`src/hw/rtl/vir94_pkg.sv`:
```
package vir94_pkg;

    // number system constants
    localparam int unsigned RADIX           = 94;
    localparam int unsigned CHAR_BASE       = 32;
    localparam int unsigned ZERO_DIGIT_CHAR = 126;
    localparam int unsigned MAX_DIGITS      = 5;

    // floor(2^32 / 94): reciprocal for the quotient estimate, error at most one
    localparam logic [25:0] RECIP_94 = 26'd45691141;
    // quotient taken after a zero value wraps down by the radix
    localparam logic [31:0] ZERO_WRAP_Q = 32'd45691140;

    // default depth of the value queue between front and back
    localparam int unsigned QUEUE_DEPTH_DEFAULT = 2;

    // one input item
    typedef struct packed {
        logic [6:0] id_char;
        logic       id_last;
    } t_in_item;

    // one result item
    typedef struct packed {
        logic [6:0] out_char;
        logic       which_copy;
        logic       copy_end;
        logic       run_end;
    } t_out_item;

    // handoff from front to queue
    typedef struct packed {
        logic        push;
        logic [31:0] value;
    } t_push;

endpackage

```
`src/hw/rtl/vcd_id_remap_base94_core.sv`:
```
// Remaps waveform-dump signal identifiers held in bijective base 94.
// Input channel: one identifier character per item, first character first,
// with id_last on the final character. Output channel: the identifier for
// 2*value, then the one for 2*value+1, one character per item, least
// significant digit first, with copy_end on each identifier's last
// character and run_end on the last item of the pair.
// Characters are taken one per cycle while the value queue has room; only
// an item with id_last needs a queue entry, so ready drops only when the
// queue is full.
// Each result character passes the digit unit's reciprocal multiply stage,
// then its correction stage; a pair of identifiers also needs one fetch
// from the queue. The last character's value goes through the queue, the
// fetch and both stages before the first result reaches the output register.
// A stalled receiver holds the output register; the digit unit waits, and
// the front keeps accepting characters until the queue fills.
// Reset clears the accumulator to zero, the weight to one, and empties the
// queue and the output register.
module vcd_id_remap_base94_core
    import vir94_pkg::*;
#(
    parameter int unsigned QUEUE_DEPTH = QUEUE_DEPTH_DEFAULT
) (
    input  logic      i_clk,
    input  logic      i_rst_n,
    input  logic      i_in_valid,
    output logic      o_in_ready,
    input  t_in_item  i_in_data,
    output logic      o_out_valid,
    input  logic      i_out_ready,
    output t_out_item o_out_data
);

    t_push       w_push;
    logic        w_full;
    logic        w_q_valid;
    logic [31:0] w_q_data;
    logic        w_q_pop;
    logic        w_accept;

    assign o_in_ready = ~w_full;
    assign w_accept   = i_in_valid & ~w_full;

    // accumulate characters
    vir94_front u_front (
        .i_clk    (i_clk),
        .i_rst_n  (i_rst_n),
        .i_accept (w_accept),
        .i_item   (i_in_data),
        .o_push   (w_push)
    );

    // values waiting for the digit unit
    vir94_fifo #(
        .DEPTH (QUEUE_DEPTH)
    ) u_fifo (
        .i_clk   (i_clk),
        .i_rst_n (i_rst_n),
        .i_push  (w_push),
        .i_pop   (w_q_pop),
        .o_full  (w_full),
        .o_valid (w_q_valid),
        .o_data  (w_q_data)
    );

    // emit both identifiers
    vir94_back u_back (
        .i_clk       (i_clk),
        .i_rst_n     (i_rst_n),
        .i_q_valid   (w_q_valid),
        .i_q_data    (w_q_data),
        .o_q_pop     (w_q_pop),
        .o_out_valid (o_out_valid),
        .i_out_ready (i_out_ready),
        .o_out_data  (o_out_data)
    );

endmodule

```
`src/hw/rtl/vir94_front.sv`:
```
module vir94_front
    import vir94_pkg::*;
(
    input  logic     i_clk,
    input  logic     i_rst_n,
    input  logic     i_accept,
    input  t_in_item i_item,
    output t_push    o_push
);

    logic [31:0] r_acc;
    logic [31:0] r_weight;
    logic [31:0] n_acc;
    logic [31:0] n_weight;
    logic [7:0]  w_digit;
    logic [31:0] w_digit_ext;
    logic [31:0] w_sum;

    // digit is the code minus the base, wrapped as a signed 8-bit value and sign-extended to 32 bits
    assign w_digit     = {1'b0, i_item.id_char} - 8'(CHAR_BASE);
    assign w_digit_ext = {{24{w_digit[7]}}, w_digit};
    assign w_sum       = r_acc + 32'(w_digit_ext * r_weight);

    // hand the doubled value to the queue on the last character
    assign o_push.push  = i_accept & i_item.id_last;
    assign o_push.value = {w_sum[30:0], 1'b0};

    // accumulator and running weight
    always_comb begin
        n_acc    = r_acc;
        n_weight = r_weight;
        if (i_accept) begin
            if (i_item.id_last) begin
                n_acc    = 32'd0;
                n_weight = 32'd1;
            end else begin
                n_acc    = w_sum;
                n_weight = 32'(r_weight * 32'(RADIX));
            end
        end
    end

    always_ff @(posedge i_clk) begin
        if (!i_rst_n) begin
            r_acc    <= 32'd0;
            r_weight <= 32'd1;
        end else begin
            r_acc    <= n_acc;
            r_weight <= n_weight;
        end
    end

endmodule

```
`src/hw/rtl/vir94_fifo.sv`:
```
module vir94_fifo
    import vir94_pkg::*;
#(
    parameter int unsigned DEPTH = QUEUE_DEPTH_DEFAULT
) (
    input  logic        i_clk,
    input  logic        i_rst_n,
    input  t_push       i_push,
    input  logic        i_pop,
    output logic        o_full,
    output logic        o_valid,
    output logic [31:0] o_data
);

    localparam int unsigned PTR_W = (DEPTH > 1) ? $clog2(DEPTH) : 1;
    localparam int unsigned CNT_W = $clog2(DEPTH + 1);

    logic [31:0]      r_mem [DEPTH];
    logic [PTR_W-1:0] r_wr_ptr;
    logic [PTR_W-1:0] r_rd_ptr;
    logic [CNT_W-1:0] r_count;
    logic             w_wr;
    logic             w_rd;

    assign o_full  = (r_count == CNT_W'(DEPTH));
    assign o_valid = (r_count != '0);
    assign o_data  = r_mem[r_rd_ptr];
    assign w_wr    = i_push.push & ~o_full;
    assign w_rd    = i_pop & o_valid;

    // storage, no reset needed
    always_ff @(posedge i_clk) begin
        if (w_wr) begin
            r_mem[r_wr_ptr] <= i_push.value;
        end
    end

    // pointers and fill count
    always_ff @(posedge i_clk) begin
        if (!i_rst_n) begin
            r_wr_ptr <= '0;
            r_rd_ptr <= '0;
            r_count  <= '0;
        end else begin
            if (w_wr) begin
                r_wr_ptr <= (r_wr_ptr == PTR_W'(DEPTH - 1)) ? '0 : r_wr_ptr + 1'b1;
            end
            if (w_rd) begin
                r_rd_ptr <= (r_rd_ptr == PTR_W'(DEPTH - 1)) ? '0 : r_rd_ptr + 1'b1;
            end
            if (w_wr && !w_rd) begin
                r_count <= r_count + 1'b1;
            end else if (w_rd && !w_wr) begin
                r_count <= r_count - 1'b1;
            end
        end
    end

endmodule

```
`src/hw/rtl/vir94_back.sv`:
```
module vir94_back
    import vir94_pkg::*;
(
    input  logic        i_clk,
    input  logic        i_rst_n,
    input  logic        i_q_valid,
    input  logic [31:0] i_q_data,
    output logic        o_q_pop,
    output logic        o_out_valid,
    input  logic        i_out_ready,
    output t_out_item   o_out_data
);

    typedef enum logic [2:0] {
        ST_IDLE = 3'b001,
        ST_MUL  = 3'b010,
        ST_COR  = 3'b100
    } t_back_state;

    t_back_state r_state;
    t_back_state n_state;
    logic [31:0] r_v;
    logic [31:0] n_v;
    logic [31:0] r_base;
    logic [31:0] n_base;
    logic        r_copy;
    logic        n_copy;
    logic [2:0]  r_k;
    logic [2:0]  n_k;
    logic [25:0] r_qe;
    logic [25:0] n_qe;
    logic        r_out_valid;
    t_out_item   r_out;

    logic [57:0] w_prod;
    logic [31:0] w_qm;
    logic [31:0] w_rem_full;
    logic [7:0]  w_rem_est;
    logic        w_fix;
    logic [25:0] w_q;
    logic [7:0]  w_rem;
    logic [6:0]  w_char;
    logic [31:0] w_nv;
    logic        w_done;
    logic        w_emit;

    // quotient estimate by reciprocal, registered before the correction
    assign w_prod = 58'(r_v) * 58'(RECIP_94);

    // correct the estimate by one step and form the digit
    assign w_qm       = 32'(32'(r_qe) * 32'(RADIX));
    assign w_rem_full = r_v - w_qm;
    assign w_rem_est  = w_rem_full[7:0];
    assign w_fix      = (w_rem_est >= 8'(RADIX));
    assign w_q        = w_fix ? r_qe + 26'd1 : r_qe;
    assign w_rem      = w_fix ? w_rem_est - 8'(RADIX) : w_rem_est;
    assign w_char     = (w_rem != 8'd0) ? 7'(w_rem + 8'(CHAR_BASE)) : 7'(ZERO_DIGIT_CHAR);

    // next value: zero remainder borrows one radix, zero value wraps
    always_comb begin
        if (w_rem != 8'd0) begin
            w_nv = {6'd0, w_q};
        end else if (r_v == 32'd0) begin
            w_nv = ZERO_WRAP_Q;
        end else begin
            w_nv = {6'd0, w_q} - 32'd1;
        end
    end

    assign w_done  = (w_nv == 32'd0) || (r_k == 3'(MAX_DIGITS - 1));
    assign w_emit  = (r_state == ST_COR) && (!r_out_valid || i_out_ready);
    assign o_q_pop = (r_state == ST_IDLE) && i_q_valid;

    // digit sequencer
    always_comb begin
        n_state = r_state;
        n_v     = r_v;
        n_base  = r_base;
        n_copy  = r_copy;
        n_k     = r_k;
        n_qe    = r_qe;
        unique case (r_state)
            ST_IDLE: begin
                if (i_q_valid) begin
                    n_v     = i_q_data;
                    n_base  = i_q_data;
                    n_copy  = 1'b0;
                    n_k     = 3'd0;
                    n_state = ST_MUL;
                end
            end
            ST_MUL: begin
                n_qe    = w_prod[57:32];
                n_state = ST_COR;
            end
            ST_COR: begin
                if (w_emit) begin
                    if (!w_done) begin
                        n_v     = w_nv;
                        n_k     = r_k + 3'd1;
                        n_state = ST_MUL;
                    end else if (!r_copy) begin
                        n_v     = r_base + 32'd1;
                        n_copy  = 1'b1;
                        n_k     = 3'd0;
                        n_state = ST_MUL;
                    end else begin
                        n_state = ST_IDLE;
                    end
                end
            end
            default: begin
                n_state = ST_IDLE;
            end
        endcase
    end

    always_ff @(posedge i_clk) begin
        if (!i_rst_n) begin
            r_state <= ST_IDLE;
        end else begin
            r_state <= n_state;
        end
        r_v    <= n_v;
        r_base <= n_base;
        r_copy <= n_copy;
        r_k    <= n_k;
        r_qe   <= n_qe;
    end

    // output register
    always_ff @(posedge i_clk) begin
        if (!i_rst_n) begin
            r_out_valid <= 1'b0;
        end else if (w_emit) begin
            r_out_valid <= 1'b1;
        end else if (i_out_ready) begin
            r_out_valid <= 1'b0;
        end
        if (w_emit) begin
            r_out.out_char   <= w_char;
            r_out.which_copy <= r_copy;
            r_out.copy_end   <= w_done;
            r_out.run_end    <= w_done & r_copy;
        end
    end

    assign o_out_valid = r_out_valid;
    assign o_out_data  = r_out;

endmodule
```
`config.mk`:
```
export PLATFORM = sky130hd
export DESIGN_NAME = vcd_id_remap_base94_core
export DESIGN_NICKNAME = d
export VERILOG_FILES = /design/src/hw/rtl/vir94_pkg.sv /design/src/hw/rtl/vcd_id_remap_base94_core.sv /design/src/hw/rtl/vir94_front.sv /design/src/hw/rtl/vir94_fifo.sv /design/src/hw/rtl/vir94_back.sv
export SDC_FILE = /design/constraint.sdc
export NUM_CORES = 2
export LEC_CHECK = 0
export ABC_AREA = 1
export BUFFER_PORTS_ARGS = -buffer_cell sky130_fd_sc_hd__buf_2
export CORE_ASPECT_RATIO = 0.5
export CORE_UTILIZATION = 45
export CTS_CLUSTER_DIAMETER = 100
export DETAILED_ROUTE_END_ITERATION = 8
export PLACE_DENSITY = 0.57
export SLEW_MARGIN = 40
export SYNTH_ARGS = -nofsm -noshare
export SYNTH_HDL_FRONTEND = slang
export SYNTH_SLANG_ARGS = --single-unit
```
`constraint.sdc`:
```
create_clock -name i_clk -period 9.4 [get_ports i_clk]
set_input_delay 0 -clock i_clk [delete_from_list [all_inputs] [get_ports i_clk]]
set_output_delay 0 -clock i_clk [all_outputs]
set_load 0.02 [all_outputs]
```
==> Word level (Yosys, flattened, before mapping) <==
Memories as Yosys holds them, arrays and structs flattened. A register that Yosys moved wholly into a read port is not among the register bits.
Index checks and enable logic that the tools add are counted.
{ "totals": {"regBits": 176, "latch_bits": 0, "ram_bits": 62, "rom_bits": 0, "inputBits": 12, "output_inout_bits": 12, "elab_cells": 105, "memories": 1} }
{ "memory_table": {"columns": ["name", "words", "word_bits", "rd", "rd_clocked_by_memory_dff", "write_ports", "line_no", "source"], "rows": [
  ["u_fifo.r_mem", 2, 31, 1, 1, 1, "vir94_fifo.sv:18", "logic [31:0] r_mem [DEPTH];"]
]} }
{ "classes": {"addsub": 13, "multipliers": 4, "div_mod_pow": 0, "magnitude_cmp": 1, "n_eq_ne": 9, "shift": 0, "muxes": 35, "bitwise": 6, "reduce_logical": 20} }
{ "op_table": {"columns": ["cell", "count"], "rows": [
  ["two-way mux 32 bit", 8],
  ["zero test 32 bit", 2],
  ["case mux 32 bit (2 select lines)", 1],
  ["multiplier 32 x 26 -> 58 bit, second input constant", 1],
  ["adder 32 x 1 -> 32 bit, second input constant", 1],
  ["adder 32 bit", 1],
  ["multiplier 32 x 6 -> 31 bit, second input constant", 1],
  ["multiplier 8 x 32 -> 32 bit", 1],
  ["subtractor 26 x 1 -> 27 bit, second input constant", 1],
  ["adder 26 x 1 -> 26 bit, second input constant", 1],
  ["multiplier 26 x 6 -> 7 bit, second input constant", 1],
  ["two-way mux 26 bit", 1],
  ["two-way mux 3 bit", 7],
  ["two-way mux 1 bit", 11],
  ["case mux 3 bit (3 select lines)", 1],
  [">= comparator 8 x 7 -> 1 bit, second input constant", 1],
  ["two-way mux 8 bit", 1],
  ["AND reduction 4 bit", 2],
  ["nonzero test 2 bit", 4],
  ["nonzero test 8 bit", 1],
  ["subtractor 7 x 6 -> 8 bit, second input constant", 1],
  ["subtractor 8 x 7 -> 8 bit, second input constant", 1],
  ["subtractor 8 bit", 1],
  ["adder 7 x 6 -> 7 bit, second input constant", 1],
  ["other kinds (19)", 36]
]} }

==> Depth between registers and ports, before layout <==
{ "depth": {"word_depth": 12, "mapped_depth": 40, "depth_no_buf": 39} }

==> By module <==
Synthesis repeated with hierarchy kept, for this count alone.
{ "unflattened": {"cells_unflattened": 4553, "hier_area_um2": 37806.3} }
{ "modules_own_cells": {"columns": ["mod", "n_inst", "cells_per_inst", "area_each_um2", "seq_area_each_um2"], "rows": [
  ["vir94_back", 1, 2491, 20878.8, 3203.1],
  ["vir94_front", 1, 1922, 14202.4, 1241.2],
  ["vir94_fifo", 1, 137, 2711.4, 2021.9],
  ["vcd_id_remap_base94_core", 1, 3, 13.8, 0.0]
]} }

==> Worst setup path before layout <==
OpenSTA, ideal clock, no wires.
{ "synth_timing": {"path_type": "register to register", "start": "register u_back.r_qe[2]", "end": "register u_back.r_k[0] (enable)", "setup_ns": 0.390, "arrival_time_ns": 6.148, "required_ns": 9.010, "setup_slack_ns": 2.862, "stages_incl_launch_ff": 37, "n_path_buf": 1, "period_less_slack_ns": 6.538, "path_cell_list": "edfxtp_1 inv_1 fa_1 inv_1 ha_1 fa_1 fa_1 inv_1 ha_1 nand2_1 inv_2 nand3_1 nand3_1 nand2_1 nand2_1 inv_2 nand3_1 nand2_2 buf_4 nand3_1 nand2_1 ha_1 nand3_1 nor2_2 nand2_1 nor2_2 nand2_1 nor2_1 nand2_1 a21oi_1 o21a_1 nor2_1 nand3_2 nand2_2 nand3_1 nand2_1 inv_1"} }
{ "synth_between": {"elab_chain_len": 11, "word_cells_on_any_way": 15, "classes_between": "add/sub: 4; mul: 1; order compare: 1; eq/ne: 1; mux: 4; reduce/logical: 4"} }
{ "synth_rtl": {"columns": ["item", "line_no", "source"], "rows": [
  ["from (decl)", "vir94_back.sv:30", "logic [25:0] r_qe;"],
  ["from (signal assigned)", "vir94_back.sv:128", "r_qe <= n_qe;"],
  ["multiplier 26 x 6 -> 7 bit", "vir94_back.sv:51", "assign w_qm = 32'(32'(r_qe) * 32'(RADIX));"],
  ["subtractor 8 bit", "vir94_back.sv:52", "assign w_rem_full = r_v - w_qm;"],
  [">= comparator 8 x 7 -> 1 bit", "vir94_back.sv:54", "assign w_fix = (w_rem_est >= 8'(RADIX));"],
  ["two-way mux 26 bit", "vir94_back.sv:55", "assign w_q = w_fix ? r_qe + 26'd1 : r_qe;"],
  ["subtractor 26 x 1 -> 27 bit", "vir94_back.sv:66", "w_nv = {6'd0, w_q} - 32'd1;"],
  ["two-way mux 32 bit", "vir94_back.sv:63", "end else if (r_v == 32'd0) begin"],
  ["two-way mux 32 bit *", "vir94_back.sv:61", "if (w_rem != 8'd0) begin"],
  ["zero test 32 bit *", "vir94_back.sv:70", "assign w_done = (w_nv == 32'd0) || (r_k == 3'(MAX_DIGITS - 1));"],
  ["logical OR 1 bit *", "vir94_back.sv:70", null],
  ["inequality test 3 bit (no source line) *", null, null],
  ["AND reduction 4 bit (no source line) *", null, null],
  ["to (signal assigned)", "vir94_back.sv:127", "r_k <= n_k;"],
  ["to (decl)", "vir94_back.sv:28", "logic [2:0] r_k;"]
]} }
Every way passes the cells marked *; elsewhere a longest branch is shown, timed or not.
A chain may end at the register's enable or synchronous reset.

==> Worst setup path after layout <==
{ "layout_timing": {"start": "register u_back.r_qe[2]", "end": "register u_back.r_v[6] (enable)"} }
{ "layout_between": {"elab_chain_len": 11, "word_cells_on_any_way": 15, "classes_between": "add/sub: 4; mul: 1; order compare: 1; eq/ne: 1; mux: 4; reduce/logical: 4"} }
{ "layout_rtl": {"columns": ["item", "line_no", "source"], "rows": [
  ["multiplier 26 x 6 -> 7 bit", "vir94_back.sv:51", null],
  ["subtractor 8 bit", "vir94_back.sv:52", null],
  [">= comparator 8 x 7 -> 1 bit", "vir94_back.sv:54", null],
  ["two-way mux 26 bit", "vir94_back.sv:55", null],
  ["subtractor 26 x 1 -> 27 bit", "vir94_back.sv:66", null],
  ["two-way mux 32 bit", "vir94_back.sv:63", null],
  ["two-way mux 32 bit *", "vir94_back.sv:61", null],
  ["zero test 32 bit *", "vir94_back.sv:70", null],
  ["logical OR 1 bit *", "vir94_back.sv:70", null],
  ["inequality test 3 bit (no source line) *", null, null],
  ["AND reduction 4 bit (no source line) *", null, null],
  ["to (signal assigned)", "vir94_back.sv:124", "r_v <= n_v;"],
  ["to (decl)", "vir94_back.sv:22", "logic [31:0] r_v;"]
]} }
Marks and branches as above.

==> summary.md <==
| Metric | Value |
|---|---|
| Relative slew slack | `0.459` |
| CP Data Required Time | `9610 ps` |
| Final Hold Viols | `0` |
| Clock sink total | `236` |
| Main combinational cell family by area after synthesis | `adder cells` |
| Final WL | `91.5 mm` |
| GRT overflow | `0` |
| Rows | `71` |
| Antenna fix cells | `0` |
| Most frequent cells in the layout | `918 x inv_1, 693 x nand2_1, 502 x fa_1` |
| Crit path DAT | `7550 ps` |
| Port bufs | `23` |
| Adder-cell share of the synthesized area | `0.464` |
| Share of the yosys chip area belonging to registers | `0.182` |
| CTS Root Cell | `clkbuf_16` |
| WS Path Type | `reg2reg` |
| Mapped Area | `35100 um^2` |
| CTS buffer count | `27` |
| Syn Area/Cell | `8.86 um^2` |
| Maximum clock insertion buffer count | `3` |
| CP Max Fanout | `41` |
| Setup TNS | `0 ps` |
| Drt via density | `5.12` |
| Top cell type's share of synthesized area | `0.286` |
| Yosys warning count | `0` |
| Commonest non-fill, non-tap cell in the layout | `inv_1` |
| Post-synth top flop | `edfxtp_1` |
| Setup crit end kind | `flop` |
| Post-Synth XOR/XNOR Area | `0.0275` |
| Synth top area cells | `fa_1 29%, ha_1 18%, edfxtp_1 14%` |
| RR Endpoint | `u_back.r_v[6]` |
| Post-route ant nets | `0` |
| I/O Pins | `24` |
| Syn_nets | `4971` |
| Fraction of layout cells with a size suffix above 1 | `0.0540` |
| Reg2Reg Launch Point | `u_back.r_qe[2]` |
| Number of global-route vias before repair | `26.8k` |
| Unrepaired setup endpoints after global routing | `no` |
| Number of max-cap violations | `0` |
| Launch point of the worst path | `u_back.r_qe[2]` |
| Largest net degree at the start of global routing | `61` |
| Detailed Place HPWL | `74.5 mm` |
| CP dominant cell by count | `nand2_1` |
| Drt pass-1 iters | `5` |
| Die X-Extent | `397 um` |
| Mux cell area share after synthesis | `0.00995` |
| # setup viols final | `0` |
| CTS tree | `built` |
| Die height | `199 um` |
| Post-synth ARST share | `0` |
| Synth Register Bits | `236` |
| Period minus WS final | `7340 ps` |
| CP Launch Type | `flop` |
| Core Area | `76100 um^2` |
| Post-Synth Simple-Gate Area | `0.149` |
| DRT iter0 DRCs | `1459` |
| CP endpoint | `u_back.r_v[6]` |
| Worst slew pin tran | `811 ps` |
| Post-synth EDFFs | `165` |
| Post-synth cell types | `59` |
| Max-slew violation count | `0` |
| Post-Route Skew | `13.1 ps` |
| CP max stage delay | `550 ps` |
| Largest area contributor in the synthesized netlist | `fa_1` |
| Post-CTS resize count | `0` |
| DRC | `0` |
| FF-to-FF setup slack | `2060 ps` |
| Area Growth Syn to Fin | `6.03%` |
| First-pass GRT wire length | `149 mm` |
| Nets | `4958` |
| Routed wire per std cell | `18.3 um` |
| Starting Density | `0.461` |
| GPL Wtd Cong | `0.957` |
| Worst hold path type | `in2reg` |
| CTS clk-pin slew, worst paths | `60 ps` |
| Max Freq | `0.136 GHz` |
| Via count | `25.5k` |
| Total GRT Usage | `0.241` |
| Outcome | `finished clean` |
| Die footprint | `79200 um^2` |
| Compound-Gate Fraction of Synth Area | `0.0544` |
| Worst skew pair latency | `570 ps` |
| Slowest CP cell | `fa_1` |
| Initial antenna violation count | `0` |
| Worst r2r path cells | `33` |
| Fin crit share | `0.780` |
| H-tree depth | `1` |
| Fillers | `7282` |
| Cells after Synth | `3959` |
-- state kept, by name, summed over array words and instances (netlist names), named ones only --
register	cells
u_back.r_k	3
u_back.r_base	31
u_back.r_qe	26
u_front.r_acc	31
u_back.r_state	3
u_fifo.r_rd_ptr	1
u_fifo.r_mem	62
u_front.r_weight	31
u_fifo.r_wr_ptr	1
u_back.r_v	32
u_fifo.r_count	2
u_back.o_out_data	10
u_back.r_copy	1
u_back.o_out_valid	1
-- worst max-delay path: cells and delay by family (launching register included) --
kind	cells	cell delay [ps]
buffers and inverters	6	850
DFF	1	470
adders and majority gates	6	2530
AOI/OAI and AO/OA	2	430
and+or+nand+nor	19	2700
-- kinds of logic (layout without fill, tap and decap cells) --
kind of cell    Yosys count  after routing
buf+inv                1034           1039
compound gates          352            352
xor+xnor                110            110
fa+ha+maj              1000           1000
flops                   236            236
simple gates           1196           1196
mux                      31             31
-- stage by stage --
| stage | hold slack [ps] | setup slack [ps] | area (um^2) | cells | util |
|---|---|---|---|---|---|
| after floorplan | 98.9 | 2860 | 35100 | 3959 | - |
| after global placement | 310 | 2100 | 36300 | 4934 | 0.476 |
| after detailed placement | 318 | 2100 | 36300 | 4935 | 0.477 |
| after CTS | 42.4 | 2070 | 37200 | 4986 | 0.489 |
| after global routing | 78.3 | 1420 | 37200 | 4986 | 0.489 |
| final | 67.9 | 2060 | 37200 | 4986 | 0.489 |
-- worst min path at each step --
| stage | cells after the start | to | from | slack [ps] |
|---|---|---|---|---|
| after floorplan | 1 | u_front.r_weight[0] | i_rst_n | 100 |
| after global placement | 4 | u_back.o_out_valid | i_out_ready | 310 |
| after detailed placement | 4 | u_back.o_out_valid | i_out_ready | 320 |
| after CTS | 5 | u_front.r_weight[23] | i_in_valid | 40 |
| after global routing | 5 | u_front.r_acc[5] | i_in_valid | 80 |
| final | 5 | u_front.r_acc[27] | i_in_valid | 70 |
-- layer usage --
layer  global-route usage  wire length [um]  vias to the layer above
li1                     -                 -                    12387
met1                0.341             43500                    12547
met2                0.411             42500                      505
met3               0.0196              3910                       80
met4               0.0400              1590                        0
met5                    0                 0                        -
-- final cells by class --
cell class              instances  area [um^2]  share of cell area
clock buffers                  34          712              0.0191
clock inverters                13          151             0.00407
inverters                     933         3500              0.0941
multi-input cells            2689        24800               0.666
flip-flops and latches        236         6380               0.171
well taps                    1022         1280              0.0344
repair buffers                 59          403              0.0108
-- synthesized netlist by cell type, drive strengths merged (2+ instances only) --
cell type and count:
a211oi 3, a21boi 2, a21o 11, a21oi 198, a221oi 2, a22oi 2
a31oi 17, and2 2, and3 2, buf 31, clkbuf 68, clkinv 2
dfxtp 71, dlygate4sd1 2, edfxtp 165, fa 502, ha 498, inv 931
mux2 31, nand2 712, nand3 174, nand3b 7, nand4 69, nor2 163
nor3 24, nor3b 2, nor4 18, o211ai 8, o21a 5, o21ai 91
o21bai 5, o31ai 2, or2 23, xnor2 36, xor2 74
-- timing repair --
item / in CTS / in global routing
buffers inserted: 0 / 0
hold endpoints to repair: 14 / 0
hold buffers: 4 / 0
Power is not shown: default switching activity piles up to over one toggle a cycle in this logic, so the estimate is an artifact.
